### config.mk
export PLATFORM = sky130hd
export DESIGN_NAME = im2col_gather_address
export DESIGN_NICKNAME = d
export VERILOG_FILES = /design/src/rtl/igad_pkg.sv /design/src/rtl/igad_divmod.sv /design/src/rtl/im2col_gather_address.sv
export SDC_FILE = /design/constraint.sdc
export NUM_CORES = 2
export LEC_CHECK = 0
export BUFFER_PORTS_ARGS = -buffer_cell sky130_fd_sc_hd__buf_4
export CAP_MARGIN = 20
export CORE_UTILIZATION = 65
export CTS_CLUSTER_SIZE = 24
export DETAILED_ROUTE_END_ITERATION = 16
export GPL_TIMING_DRIVEN = 1
export PLACE_DENSITY_LB_ADDON = 0.1
export SYNTH_ARGS = -nofsm -noshare
export SYNTH_HDL_FRONTEND = slang
export SYNTH_HIERARCHICAL = 1
export SYNTH_SLANG_ARGS = --single-unit
### constraint.sdc
create_clock -name clk_i -period 9.01 [get_ports clk_i]
set_input_delay 0.4505 -clock clk_i [delete_from_list [all_inputs] [get_ports clk_i]]
set_output_delay 0.4505 -clock clk_i [all_outputs]
set_load 0.1 [all_outputs]
### src/rtl/igad_pkg.sv
package igad_pkg;

  // Field widths
  localparam int unsigned RowW   = 18;
  localparam int unsigned PosW   = 13;
  localparam int unsigned DimW   = 13;
  localparam int unsigned KernW  = 5;
  localparam int unsigned StrW   = 5;
  localparam int unsigned PadW   = 4;
  localparam int unsigned IndexW = 34;

  // Reciprocal divide: exact for RowW-bit numerators and divisors below 2**KernW
  localparam int unsigned RecipShift = RowW + KernW;
  localparam int unsigned RecipW     = RecipShift + 1;

  // Configuration register indexes
  localparam int unsigned CfgIdxW = 3;
  typedef enum logic [CfgIdxW-1:0] {
    CfgImageHeight = 3'd0,
    CfgImageWidth  = 3'd1,
    CfgKernelRows  = 3'd2,
    CfgKernelCols  = 3'd3,
    CfgRowStride   = 3'd4,
    CfgColStride   = 3'd5,
    CfgPadTop      = 3'd6,
    CfgPadLeft     = 3'd7
  } cfg_index_e;

  typedef logic [RowW-1:0]  row_t;
  typedef logic [KernW-1:0] kern_t;

endpackage

### src/rtl/igad_divmod.sv
module igad_divmod import igad_pkg::*; (
  input  logic  clk_i,
  input  logic  en_a_i,
  input  logic  en_b_i,
  input  row_t  num_i,
  input  kern_t div_i,
  output row_t  quo_o,
  output kern_t rem_o
);

  localparam int unsigned NumDiv = 2 ** KernW;
  localparam int unsigned ProdAW = RowW + RecipW;
  localparam int unsigned BackW  = RowW + KernW;

  logic [RecipW-1:0] recip_tab [NumDiv];

  for (genvar d = 0; d < NumDiv; d++) begin : g_recip
    localparam longint unsigned Val =
      (d == 0) ? 64'd0 : ((64'd1 << RecipShift) + 64'(d) - 64'd1) / 64'(d);
    assign recip_tab[d] = RecipW'(Val);
  end

  logic [ProdAW-1:0] prod_a;
  row_t              quo_a_d, quo_a_q, num_a_q, quo_b_q;
  kern_t             div_a_q, rem_b_d, rem_b_q;
  logic [BackW-1:0]  back_b;

  // Stage A: quotient by reciprocal multiply
  assign prod_a  = ProdAW'(num_i) * ProdAW'(recip_tab[div_i]);
  assign quo_a_d = prod_a[RecipShift +: RowW];

  always_ff @(posedge clk_i) begin
    if (en_a_i) begin
      quo_a_q <= quo_a_d;
      num_a_q <= num_i;
      div_a_q <= div_i;
    end
  end

  // Stage B: remainder from quotient
  assign back_b  = BackW'(quo_a_q) * BackW'(div_a_q);
  assign rem_b_d = KernW'(num_a_q - back_b[RowW-1:0]);

  always_ff @(posedge clk_i) begin
    if (en_b_i) begin
      quo_b_q <= quo_a_q;
      rem_b_q <= rem_b_d;
    end
  end

  assign quo_o = quo_b_q;
  assign rem_o = rem_b_q;

endmodule

### src/rtl/im2col_gather_address.sv
// Gather-address generator for NCHW im2col lowering.
// Request channel: in_valid_i/in_ready_o with patch_row_i, out_y_i, out_x_i.
// Result channel: out_valid_o/out_ready_i with source_index_o, is_padding_o.
// Each request yields one result: the flat image index of the tap, or
// is_padding_o high with source_index_o zero when the tap is off the image.
// Throughput is one request per cycle while out_ready_i stays high; the
// eight register stages run as one pipeline whose divider stages hold a
// reciprocal multiply for the kernel split.
// Configuration goes through cfg_we_i/cfg_index_i/cfg_data_i, one register per
// cycle, and must only change while no request is in flight.
// Reset clears all stage valids and loads the configuration defaults: image
// and kernel 1x1, strides 1, no padding.
// When out_ready_i is low each stage holds once its successor is full; empty
// stages keep filling, so in_ready_o drops only when all eight stages are full.
module im2col_gather_address import igad_pkg::*; #(
  parameter int unsigned MAX_CHANNELS = 1024,
  parameter int unsigned MAX_DIM      = 4096,
  parameter int unsigned MAX_KERNEL   = 16
) (
  input  logic                clk_i,
  input  logic                rst_ni,
  input  logic                cfg_we_i,
  input  logic [CfgIdxW-1:0]  cfg_index_i,
  input  logic [DimW-1:0]     cfg_data_i,
  input  logic                in_valid_i,
  output logic                in_ready_o,
  input  logic [RowW-1:0]     patch_row_i,
  input  logic [PosW-1:0]     out_y_i,
  input  logic [PosW-1:0]     out_x_i,
  output logic                out_valid_o,
  input  logic                out_ready_i,
  output logic [IndexW-1:0]   source_index_o,
  output logic                is_padding_o
);

  localparam int unsigned NumStages = 8;
  localparam int unsigned ProdW     = PosW + StrW;
  localparam int unsigned TapW      = ProdW + 2;
  localparam int unsigned LinW      = RowW + DimW;
  localparam int unsigned ScaledW   = LinW + DimW;

  localparam logic [DimW-1:0] DimCap =
    (MAX_DIM > (2 ** DimW - 1)) ? {DimW{1'b1}} : DimW'(MAX_DIM);
  localparam kern_t KernCap =
    (MAX_KERNEL > (2 ** KernW - 1)) ? {KernW{1'b1}} : KernW'(MAX_KERNEL);

  // Configuration registers
  logic [DimW-1:0]  img_h_q, img_w_q;
  kern_t            kern_r_q, kern_c_q;
  logic [StrW-1:0]  stride_r_q, stride_c_q;
  logic [PadW-1:0]  pad_t_q, pad_l_q;

  always_ff @(posedge clk_i or negedge rst_ni) begin
    if (!rst_ni) begin
      img_h_q    <= DimW'(1);
      img_w_q    <= DimW'(1);
      kern_r_q   <= KernW'(1);
      kern_c_q   <= KernW'(1);
      stride_r_q <= StrW'(1);
      stride_c_q <= StrW'(1);
      pad_t_q    <= '0;
      pad_l_q    <= '0;
    end else if (cfg_we_i) begin
      case (cfg_index_e'(cfg_index_i))
        CfgImageHeight: img_h_q    <= cfg_data_i;
        CfgImageWidth:  img_w_q    <= cfg_data_i;
        CfgKernelRows:  kern_r_q   <= cfg_data_i[KernW-1:0];
        CfgKernelCols:  kern_c_q   <= cfg_data_i[KernW-1:0];
        CfgRowStride:   stride_r_q <= cfg_data_i[StrW-1:0];
        CfgColStride:   stride_c_q <= cfg_data_i[StrW-1:0];
        CfgPadTop:      pad_t_q    <= cfg_data_i[PadW-1:0];
        CfgPadLeft:     pad_l_q    <= cfg_data_i[PadW-1:0];
        default: ;
      endcase
    end
  end

  // Clamped geometry
  kern_t           kr, kc;
  logic [DimW-1:0] ih, iw;

  assign kr = (kern_r_q == '0) ? KernW'(1) : ((kern_r_q > KernCap) ? KernCap : kern_r_q);
  assign kc = (kern_c_q == '0) ? KernW'(1) : ((kern_c_q > KernCap) ? KernCap : kern_c_q);
  assign ih = (img_h_q > DimCap) ? DimCap : img_h_q;
  assign iw = (img_w_q > DimCap) ? DimCap : img_w_q;

  // Pipeline control: a stage advances when empty or when its successor advances
  logic [NumStages:1]   valid_q;
  logic [NumStages:1]   en;
  logic [NumStages-1:0] valid_in;

  assign valid_in = {valid_q[NumStages-1:1], in_valid_i};

  always_comb begin
    en[NumStages] = !valid_q[NumStages] || out_ready_i;
    for (int k = NumStages - 1; k >= 1; k--) begin
      en[k] = !valid_q[k] || en[k+1];
    end
  end

  always_ff @(posedge clk_i or negedge rst_ni) begin
    if (!rst_ni) begin
      valid_q <= '0;
    end else begin
      for (int k = 1; k <= NumStages; k++) begin
        if (en[k]) begin
          valid_q[k] <= valid_in[k-1];
        end
      end
    end
  end

  assign in_ready_o  = en[1];
  assign out_valid_o = valid_q[NumStages];

  // Stages 1-2: split patch row by kernel columns
  row_t  q1;
  kern_t kx2;

  igad_divmod u_div_col (
    .clk_i  (clk_i),
    .en_a_i (en[1]),
    .en_b_i (en[2]),
    .num_i  (patch_row_i),
    .div_i  (kc),
    .quo_o  (q1),
    .rem_o  (kx2)
  );

  // Stages 3-4: split by kernel rows into channel and kernel row
  row_t  ch4;
  kern_t ky4;

  igad_divmod u_div_row (
    .clk_i  (clk_i),
    .en_a_i (en[3]),
    .en_b_i (en[4]),
    .num_i  (q1),
    .div_i  (kr),
    .quo_o  (ch4),
    .rem_o  (ky4)
  );

  // Window origin products travel alongside the divider
  logic [ProdW-1:0] oy_d, ox_d;
  logic [ProdW-1:0] oy_q [1:4];
  logic [ProdW-1:0] ox_q [1:4];
  kern_t            kx3_q, kx4_q;

  assign oy_d = ProdW'(out_y_i) * ProdW'(stride_r_q);
  assign ox_d = ProdW'(out_x_i) * ProdW'(stride_c_q);

  always_ff @(posedge clk_i) begin
    if (en[1]) begin
      oy_q[1] <= oy_d;
      ox_q[1] <= ox_d;
    end
    for (int k = 2; k <= 4; k++) begin
      if (en[k]) begin
        oy_q[k] <= oy_q[k-1];
        ox_q[k] <= ox_q[k-1];
      end
    end
    if (en[3]) kx3_q <= kx2;
    if (en[4]) kx4_q <= kx3_q;
  end

  // Stage 5: tap coordinates
  logic signed [TapW-1:0] ty_d, tx_d, ty5_q, tx5_q;
  row_t                   ch5_q;

  assign ty_d = $signed({2'b00, oy_q[4]}) + $signed({{(TapW-KernW){1'b0}}, ky4})
              - $signed({{(TapW-PadW){1'b0}}, pad_t_q});
  assign tx_d = $signed({2'b00, ox_q[4]}) + $signed({{(TapW-KernW){1'b0}}, kx4_q})
              - $signed({{(TapW-PadW){1'b0}}, pad_l_q});

  always_ff @(posedge clk_i) begin
    if (en[5]) begin
      ty5_q <= ty_d;
      tx5_q <= tx_d;
      ch5_q <= ch4;
    end
  end

  // Stage 6: bounds check and channel plane base
  logic            inside_d, pad6_q;
  logic [LinW-1:0] chih_d, chih6_q;
  logic [DimW-1:0] ty6_q, tx6_q;

  assign inside_d = (32'(ch5_q) < 32'(MAX_CHANNELS))
                 && !ty5_q[TapW-1] && (ty5_q[TapW-2:0] < (TapW-1)'(ih))
                 && !tx5_q[TapW-1] && (tx5_q[TapW-2:0] < (TapW-1)'(iw));
  assign chih_d   = LinW'(ch5_q) * LinW'(ih);

  always_ff @(posedge clk_i) begin
    if (en[6]) begin
      pad6_q  <= !inside_d;
      chih6_q <= chih_d;
      ty6_q   <= ty5_q[DimW-1:0];
      tx6_q   <= tx5_q[DimW-1:0];
    end
  end

  // Stage 7: row offset within the image
  logic [LinW-1:0] lin7_q;
  logic [DimW-1:0] tx7_q;
  logic            pad7_q;

  always_ff @(posedge clk_i) begin
    if (en[7]) begin
      lin7_q <= chih6_q + LinW'(ty6_q);
      tx7_q  <= tx6_q;
      pad7_q <= pad6_q;
    end
  end

  // Stage 8: flat index, output register
  logic [ScaledW-1:0] scaled;
  logic [IndexW-1:0]  index_d, index_q;
  logic               pad8_q;

  assign scaled  = ScaledW'(lin7_q) * ScaledW'(iw);
  assign index_d = scaled[IndexW-1:0] + IndexW'(tx7_q);

  always_ff @(posedge clk_i) begin
    if (en[8]) begin
      index_q <= pad7_q ? '0 : index_d;
      pad8_q  <= pad7_q;
    end
  end

  assign source_index_o = index_q;
  assign is_padding_o   = pad8_q;

endmodule

; Word level (Yosys, flattened, before mapping)
; Memories as Yosys holds them, arrays and structs flattened.
; Index checks and enable logic that the tools add are counted.
; Widths: inputs -> output; s select.
[totals]
ff_bits = 370
ram_bits = 144
mem_bits_ro = 1536
input_bits = 65
output_inout_bits = 37
elab_cells = 130
n_memories = 4
[mem_list]
columns = name, words, width, rd, rd_clocked_by_memory_dff, wr, line
row1 = (no name shown), 32, 24, 1, 0, 0, igad_divmod.sv:29  ; assign prod_a = ProdAW'(num_i) * ProdAW'(recip_tab[div_i]);
row2 = (no name shown), 32, 24, 1, 0, 0, igad_divmod.sv:29
row3 = ox_q, 4, 18, 4, 0, 4, im2col_gather_address.sv:147  ; logic [ProdW-1:0] ox_q [1:4];
row4 = oy_q, 4, 18, 4, 0, 4, im2col_gather_address.sv:146  ; logic [ProdW-1:0] oy_q [1:4];
[classes]
n_addsub = 8
multipliers = 8
n_lt_le_gt_ge = 9
eq_ne = 7
n_mux = 18
bitwise = 2
reduce_logical = 34
[ops]
columns = operator, n
row1 = $mux 24, 4
row2 = $mul 18x24->41, 2
row3 = $sub 19x4->20, 2
row4 = $add 18x5->19, 2
row5 = $lt 19x13->1, 2
row6 = $mul 13x5->18, 2
row7 = $mul 18x5->5, 2
row8 = $add 34x13->34, 1
row9 = $mul 31x13->34, 1
row10 = $add 31x13->31, 1
row11 = $mul 18x13->31, 1
row12 = $gt 13x13->1 const B, 2
row13 = $mux 13, 2
row14 = $mux 5, 4
row15 = $lt 18x11->1 const B, 1
row16 = $reduce_and 2->1, 8
row17 = $eq 3x3->1 const B, 4
row18 = $ge 6x6->1 const B, 2
row19 = $not 5->6, 2
row20 = $logic_not 1->1, 11
row21 = $gt 5x5->1 const B, 2
row22 = $logic_not 5->1, 2
row23 = $sub 5x5->5, 2
row24 = $logic_or 1x1->1, 8
row25 = other kinds (5), 16

; Logic depth before layout (Yosys ltp)
[depth]
ltp_word = 11
mapped_depth = 33

; Cells and area by module
; The synthesis kept the hierarchy.
[modules_own_cells]
columns = module, instances, cells_each, area_each_um2, seq_area_each_um2
row1 = im2col_gather_address, 1, 3678, 38946.1, 12069.1
row2 = igad_divmod (u_div_col), 1, 1802, 16055.4, 1531.5
row3 = igad_divmod (u_div_row), 1, 1772, 15917.8, 1531.5

; Least setup slack after synthesis
; Ideal clock, no wire load.
[synth_timing]
path_type = reg2reg
from = reg kern_r_q[3]
to = reg u_div_row.quo_a_q[16], data pin
setup_ns = 0.258
t_arrival_ns = 7.830
t_required_ns = 8.752
setup_slack_ns = 0.922
path_stages_with_launch = 33
path_buffers = 1
period_less_slack_ns = 8.088
cell_sequence = dfrtp_1 -> nor3_1 -> nor2_1 -> nor2_1 -> inv_1 -> ha_1 -> inv_1 -> a211oi_1 -> a211oi_1 -> a31oi_1 -> clkbuf_1 -> nand2_1 -> fa_1 -> inv_1 -> fa_1 -> inv_1 -> fa_1 -> inv_1 -> fa_1 -> fa_1 -> inv_1 -> fa_1 -> inv_1 -> ha_1 -> a21oi_1 -> o21ai_0 -> a311oi_2 -> o211ai_2 -> a221o_1 -> a31oi_4 -> o21ai_2 -> a21oi_2 -> xnor2_1
[synth_via]
elab_chain_len = 8
word_cells_on_any_way = 9
cone_classes = mul (1) / order compare (1) / mux (4) / bitwise (1) / reduce/logical (1) / memory (1)
[synth_lines]
columns = element, line
row1 = from (decl), im2col_gather_address.sv:49  ; kern_t kern_r_q, kern_c_q;
row2 = from (signal assigned), im2col_gather_address.sv:57  ; kern_r_q <= KernW'(1);
row3 = from (signal assigned), im2col_gather_address.sv:67  ; CfgKernelRows: kern_r_q <= cfg_data_i[KernW-1:0];
row4 = $gt 5x5->1, im2col_gather_address.sv:82  ; assign kr = (kern_r_q == '0) ? KernW'(1) : ((kern_r_q > KernCap) ? KernCap : kern_r_q);
row5 = $mux 5, im2col_gather_address.sv:82
row6 = $mux 5 *, im2col_gather_address.sv:82
row7 = named net kr[0], im2col_gather_address.sv:79  ; kern_t kr, kc;
row8 = $not 5->6 (not written as such) *, igad_divmod.sv:29
row9 = $mem_v2 32x24 *, -
row10 = $mux 24 (not written as such) * (2 in series), igad_divmod.sv:29
row11 = $mul 18x24->41 *, igad_divmod.sv:29
row12 = named net u_div_row.prod_a[39], igad_divmod.sv:23  ; logic [ProdAW-1:0] prod_a;
row13 = to (signal assigned), igad_divmod.sv:34  ; quo_a_q <= quo_a_d;
row14 = to (decl), igad_divmod.sv:24  ; row_t quo_a_d, quo_a_q, num_a_q, quo_b_q;
; The timed path passes the listed nets; every way through them passes the cells marked *. The select of a mux whose other input is x is not followed.
; A chain may end at the register's enable or synchronous reset.

; Worst setup path in the final report
; Same ends and word-level chain as after synthesis.

==> results_dict.tcl <==
set metrics [dict create \
    outcome "completed" \
    ys.flop_type "edfxtp_1" \
    initial_core_util_pct 65.9 \
    critPathBufInv 5 \
    setup_viol 0 \
    io_pins 102 \
    max-cap-violations 0 \
    ys_seq_area_share_pct 21.3 \
    slowest_delay_ps 510 \
    crit_family "adder cells" \
    dr.first_iter.drc_count 3046 \
    rows 120 \
    path_common_cell "fa_1" \
    synth_cell_types 90 \
    core_mm2 0.108 \
    required_ps 9380 \
    place_congestion 0.939 \
    die_h_um 332 \
    cts_root_buffer "clkbuf_16" \
    cts_tree "yes" \
    synth-seq-cells 514 \
    antenna_found_initial 3 \
    cts_buffer_depth 3 \
    postSynthAreaPerCell_um2 9.78 \
    finalHoldViolations 0 \
    synth_edf_count 452 \
    rsz0062_at_grt "no" \
    vias_per_cell 5.66 \
    detail_route.wl_per_cell_um 19.5 \
    cts.sink_count 514 \
    final.min_clock_period_ps 8590 \
    cp.arrival_ps 8960 \
    tightest_slew_ps 1220 \
    cp_slowest_cell "fa_1" \
    hp-class "input port to register" \
    cts_made_buffers 53 \
    start_kind "register" \
    synth_warnings 6 \
    async_flop_share_pct 12.1 \
    syn_area_mm2 0.0709 \
    synth_nets 9101 \
    post_cts_buffers 0 \
    grt_pass1_wl_um 277000 \
    hold_ws_ps 68.0 \
    clk_latency_ps 640 \
    dp_hpwl_um 132000 \
    wirelength_um 169000 \
    fin_crit_sh_pct 95.3 \
    first_pass_iters 5 \
    grt_start_max_net_pins 66 \
    worst-path-max-fanout 12 \
    max_freq_ghz 0.116 \
    skew_ps 25.8 \
    max-slew-margin-rel_pct 18.9 \
    finalSetupTns_ps 0 \
    area_growth_pct 6.05 \
    io_buffers 101 \
    pre_cts_slack_ps 376 \
    dieWidth_um 332 \
    diodes 0 \
    via_count 49200 \
    die_area_mm2 0.110 \
    critPathCaptureType "register" \
    grt.total_usage_pct 31.8 \
    grt_pass1_vias 52900 \
    cts_max_level 2 \
    maxSlewViolCount 0 \
    netlist_instances 7252 \
    grt_overflow 0 \
    worst_slack_ps 421 \
    clk_pin_slew_ps 80 \
    criticalPathCategory "register to register" \
    nNetsFinal 9087 \
    layout-drive-gt1-share_pct 6.04 \
    antenna_left 0 \
    drc 0 \
]
[flip-flops by register name (all words and copies together), names as in the netlist, 20 cells and up]
| signal | count |
|---|---|
| ox_q | 72 |
| oy_q | 72 |
| source_index_o | 34 |
| chih6_q | 31 |
| lin7_q | 31 |
| tx5_q | 20 |
| ty5_q | 20 |
[path summary, 6_finish.rpt]
path | start | endpoint | slack, ps | cells after the start
max in group asynchronous | rst_ni | img_w_q[7]$_DFFE_PN0P_ | 7780 | 2
worst min-delay path | cfg_data_i[10] | img_w_q[10]$_DFFE_PN0P_ | 70 | 2
min in group asynchronous | rst_ni | valid_q[5]$_DFFE_PN0P_ | 500 | 2
worst max register to register | kern_r_q[3]$_DFFE_PN0P_ | u_div_row/quo_a_q[16]$_DFFE_PP_ | 420 | 30
worst min register to register | u_div_row/quo_a_q[14]$_DFFE_PP_ | u_div_row/quo_o[14]$_DFFE_PP_ | 410 | 0
worst max-delay path | kern_r_q[3]$_DFFE_PN0P_ | u_div_row/quo_a_q[16]$_DFFE_PP_ | 420 | 30
[cells in the mapped netlist, drive strengths merged (6+ instances only)]
master | n | area [um2]
a211oi | 30 | 235
or3 | 14 | 87.6
nand4b | 7 | 61.3
o21ai | 124 | 632
a21o | 78 | 587
a221oi | 6 | 58.8
fa | 1240 | 24800
a21oi | 195 | 987
ha | 544 | 6810
nand2 | 1121 | 4210
nand3 | 52 | 260
nor2b | 66 | 413
buf | 25 | 113
a31oi | 16 | 115
edfxtp | 452 | 13600
a21boi | 7 | 52.6
o21bai | 27 | 203
xnor2 | 183 | 1600
inv | 1584 | 5950
nor4 | 10 | 62.6
o31ai | 9 | 72.6
dfrtp | 56 | 1400
nand4 | 22 | 138
nor2 | 145 | 547
dfstp | 6 | 158
mux2 | 53 | 597
nor3 | 42 | 210
a311oi | 8 | 88.8
xor2 | 49 | 429
or2 | 14 | 87.6
and3 | 32 | 211
and2 | 615 | 3850
nand2b | 26 | 163
o21a | 17 | 128
clkbuf | 262 | 983
and4 | 7 | 61.3
o211ai | 23 | 183
a41oi | 7 | 61.3
[metal layers]
layer  track usage [%]  wire length [um]  up-vias
met5                 0                 0        -
met4              13.5              7740        0
met3              4.20             10000      406
met2              56.0             85600     1669
met1              39.4             65600    25000
li1                  -                 -    22100
[stage by stage]
step	instance area, um2	util [%]	std cells
2_1_floorplan	70900	-	7252
3_3_place_gp	73300	68.1	8579
3_5_place_dp	73300	68.1	8582
4_1_cts	75100	69.8	8684
5_1_grt	75200	69.9	8686
6_report	75200	69.9	8686
[cell type report]
type / count / area (um2)
Multi-Input combinational cell: 4865 / 48900
Inverter: 1586 / 5950
Timing Repair Buffer: 218 / 1710
Tap cell: 1403 / 1760
Fill cell: 8251 / 32400
Clock inverter: 40 / 428
Sequential cell: 514 / 15100
Clock buffer: 60 / 1370
[repair_timing]
action                     in CTS  in global routing
hold endpoints to repair       26                  0
setup endpoints to repair       0                  4
hold buffers                    2                  0
gates resized for setup         0                  1
[cells by family after synthesis]
| logic type | Yosys count | share of synthesized area, % |
|---|---|---|
| AOI/OAI and AO/OA | 606 | 5.59 |
| adders and majority gates | 1784 | 44.6 |
| muxes | 58 | 0.930 |
| DFF | 514 | 21.3 |
| buffers and inverters | 1873 | 9.94 |
| xor gates and xnor gates | 232 | 2.87 |
| and+or+nand+nor | 2185 | 14.7 |
[cell usage in the layout, fill, tap and decap left out, types with 77 or more instances in the layout]
cell | netlist | routed
fa_1 | 1240 | 1240
nand2_1 | 1121 | 1118
xnor2_1 | 183 | 183
a21oi_1 | 192 | 192
o21ai_0 | 111 | 111
nor2_1 | 144 | 144
buf_4 | 0 | 212
inv_1 | 1584 | 1582
a21o_1 | 77 | 77
edfxtp_1 | 452 | 452
ha_1 | 544 | 544
and2_1 | 615 | 615
Power is not shown: default switching activity piles up to over one toggle a cycle in this logic, so the estimate is an artifact.
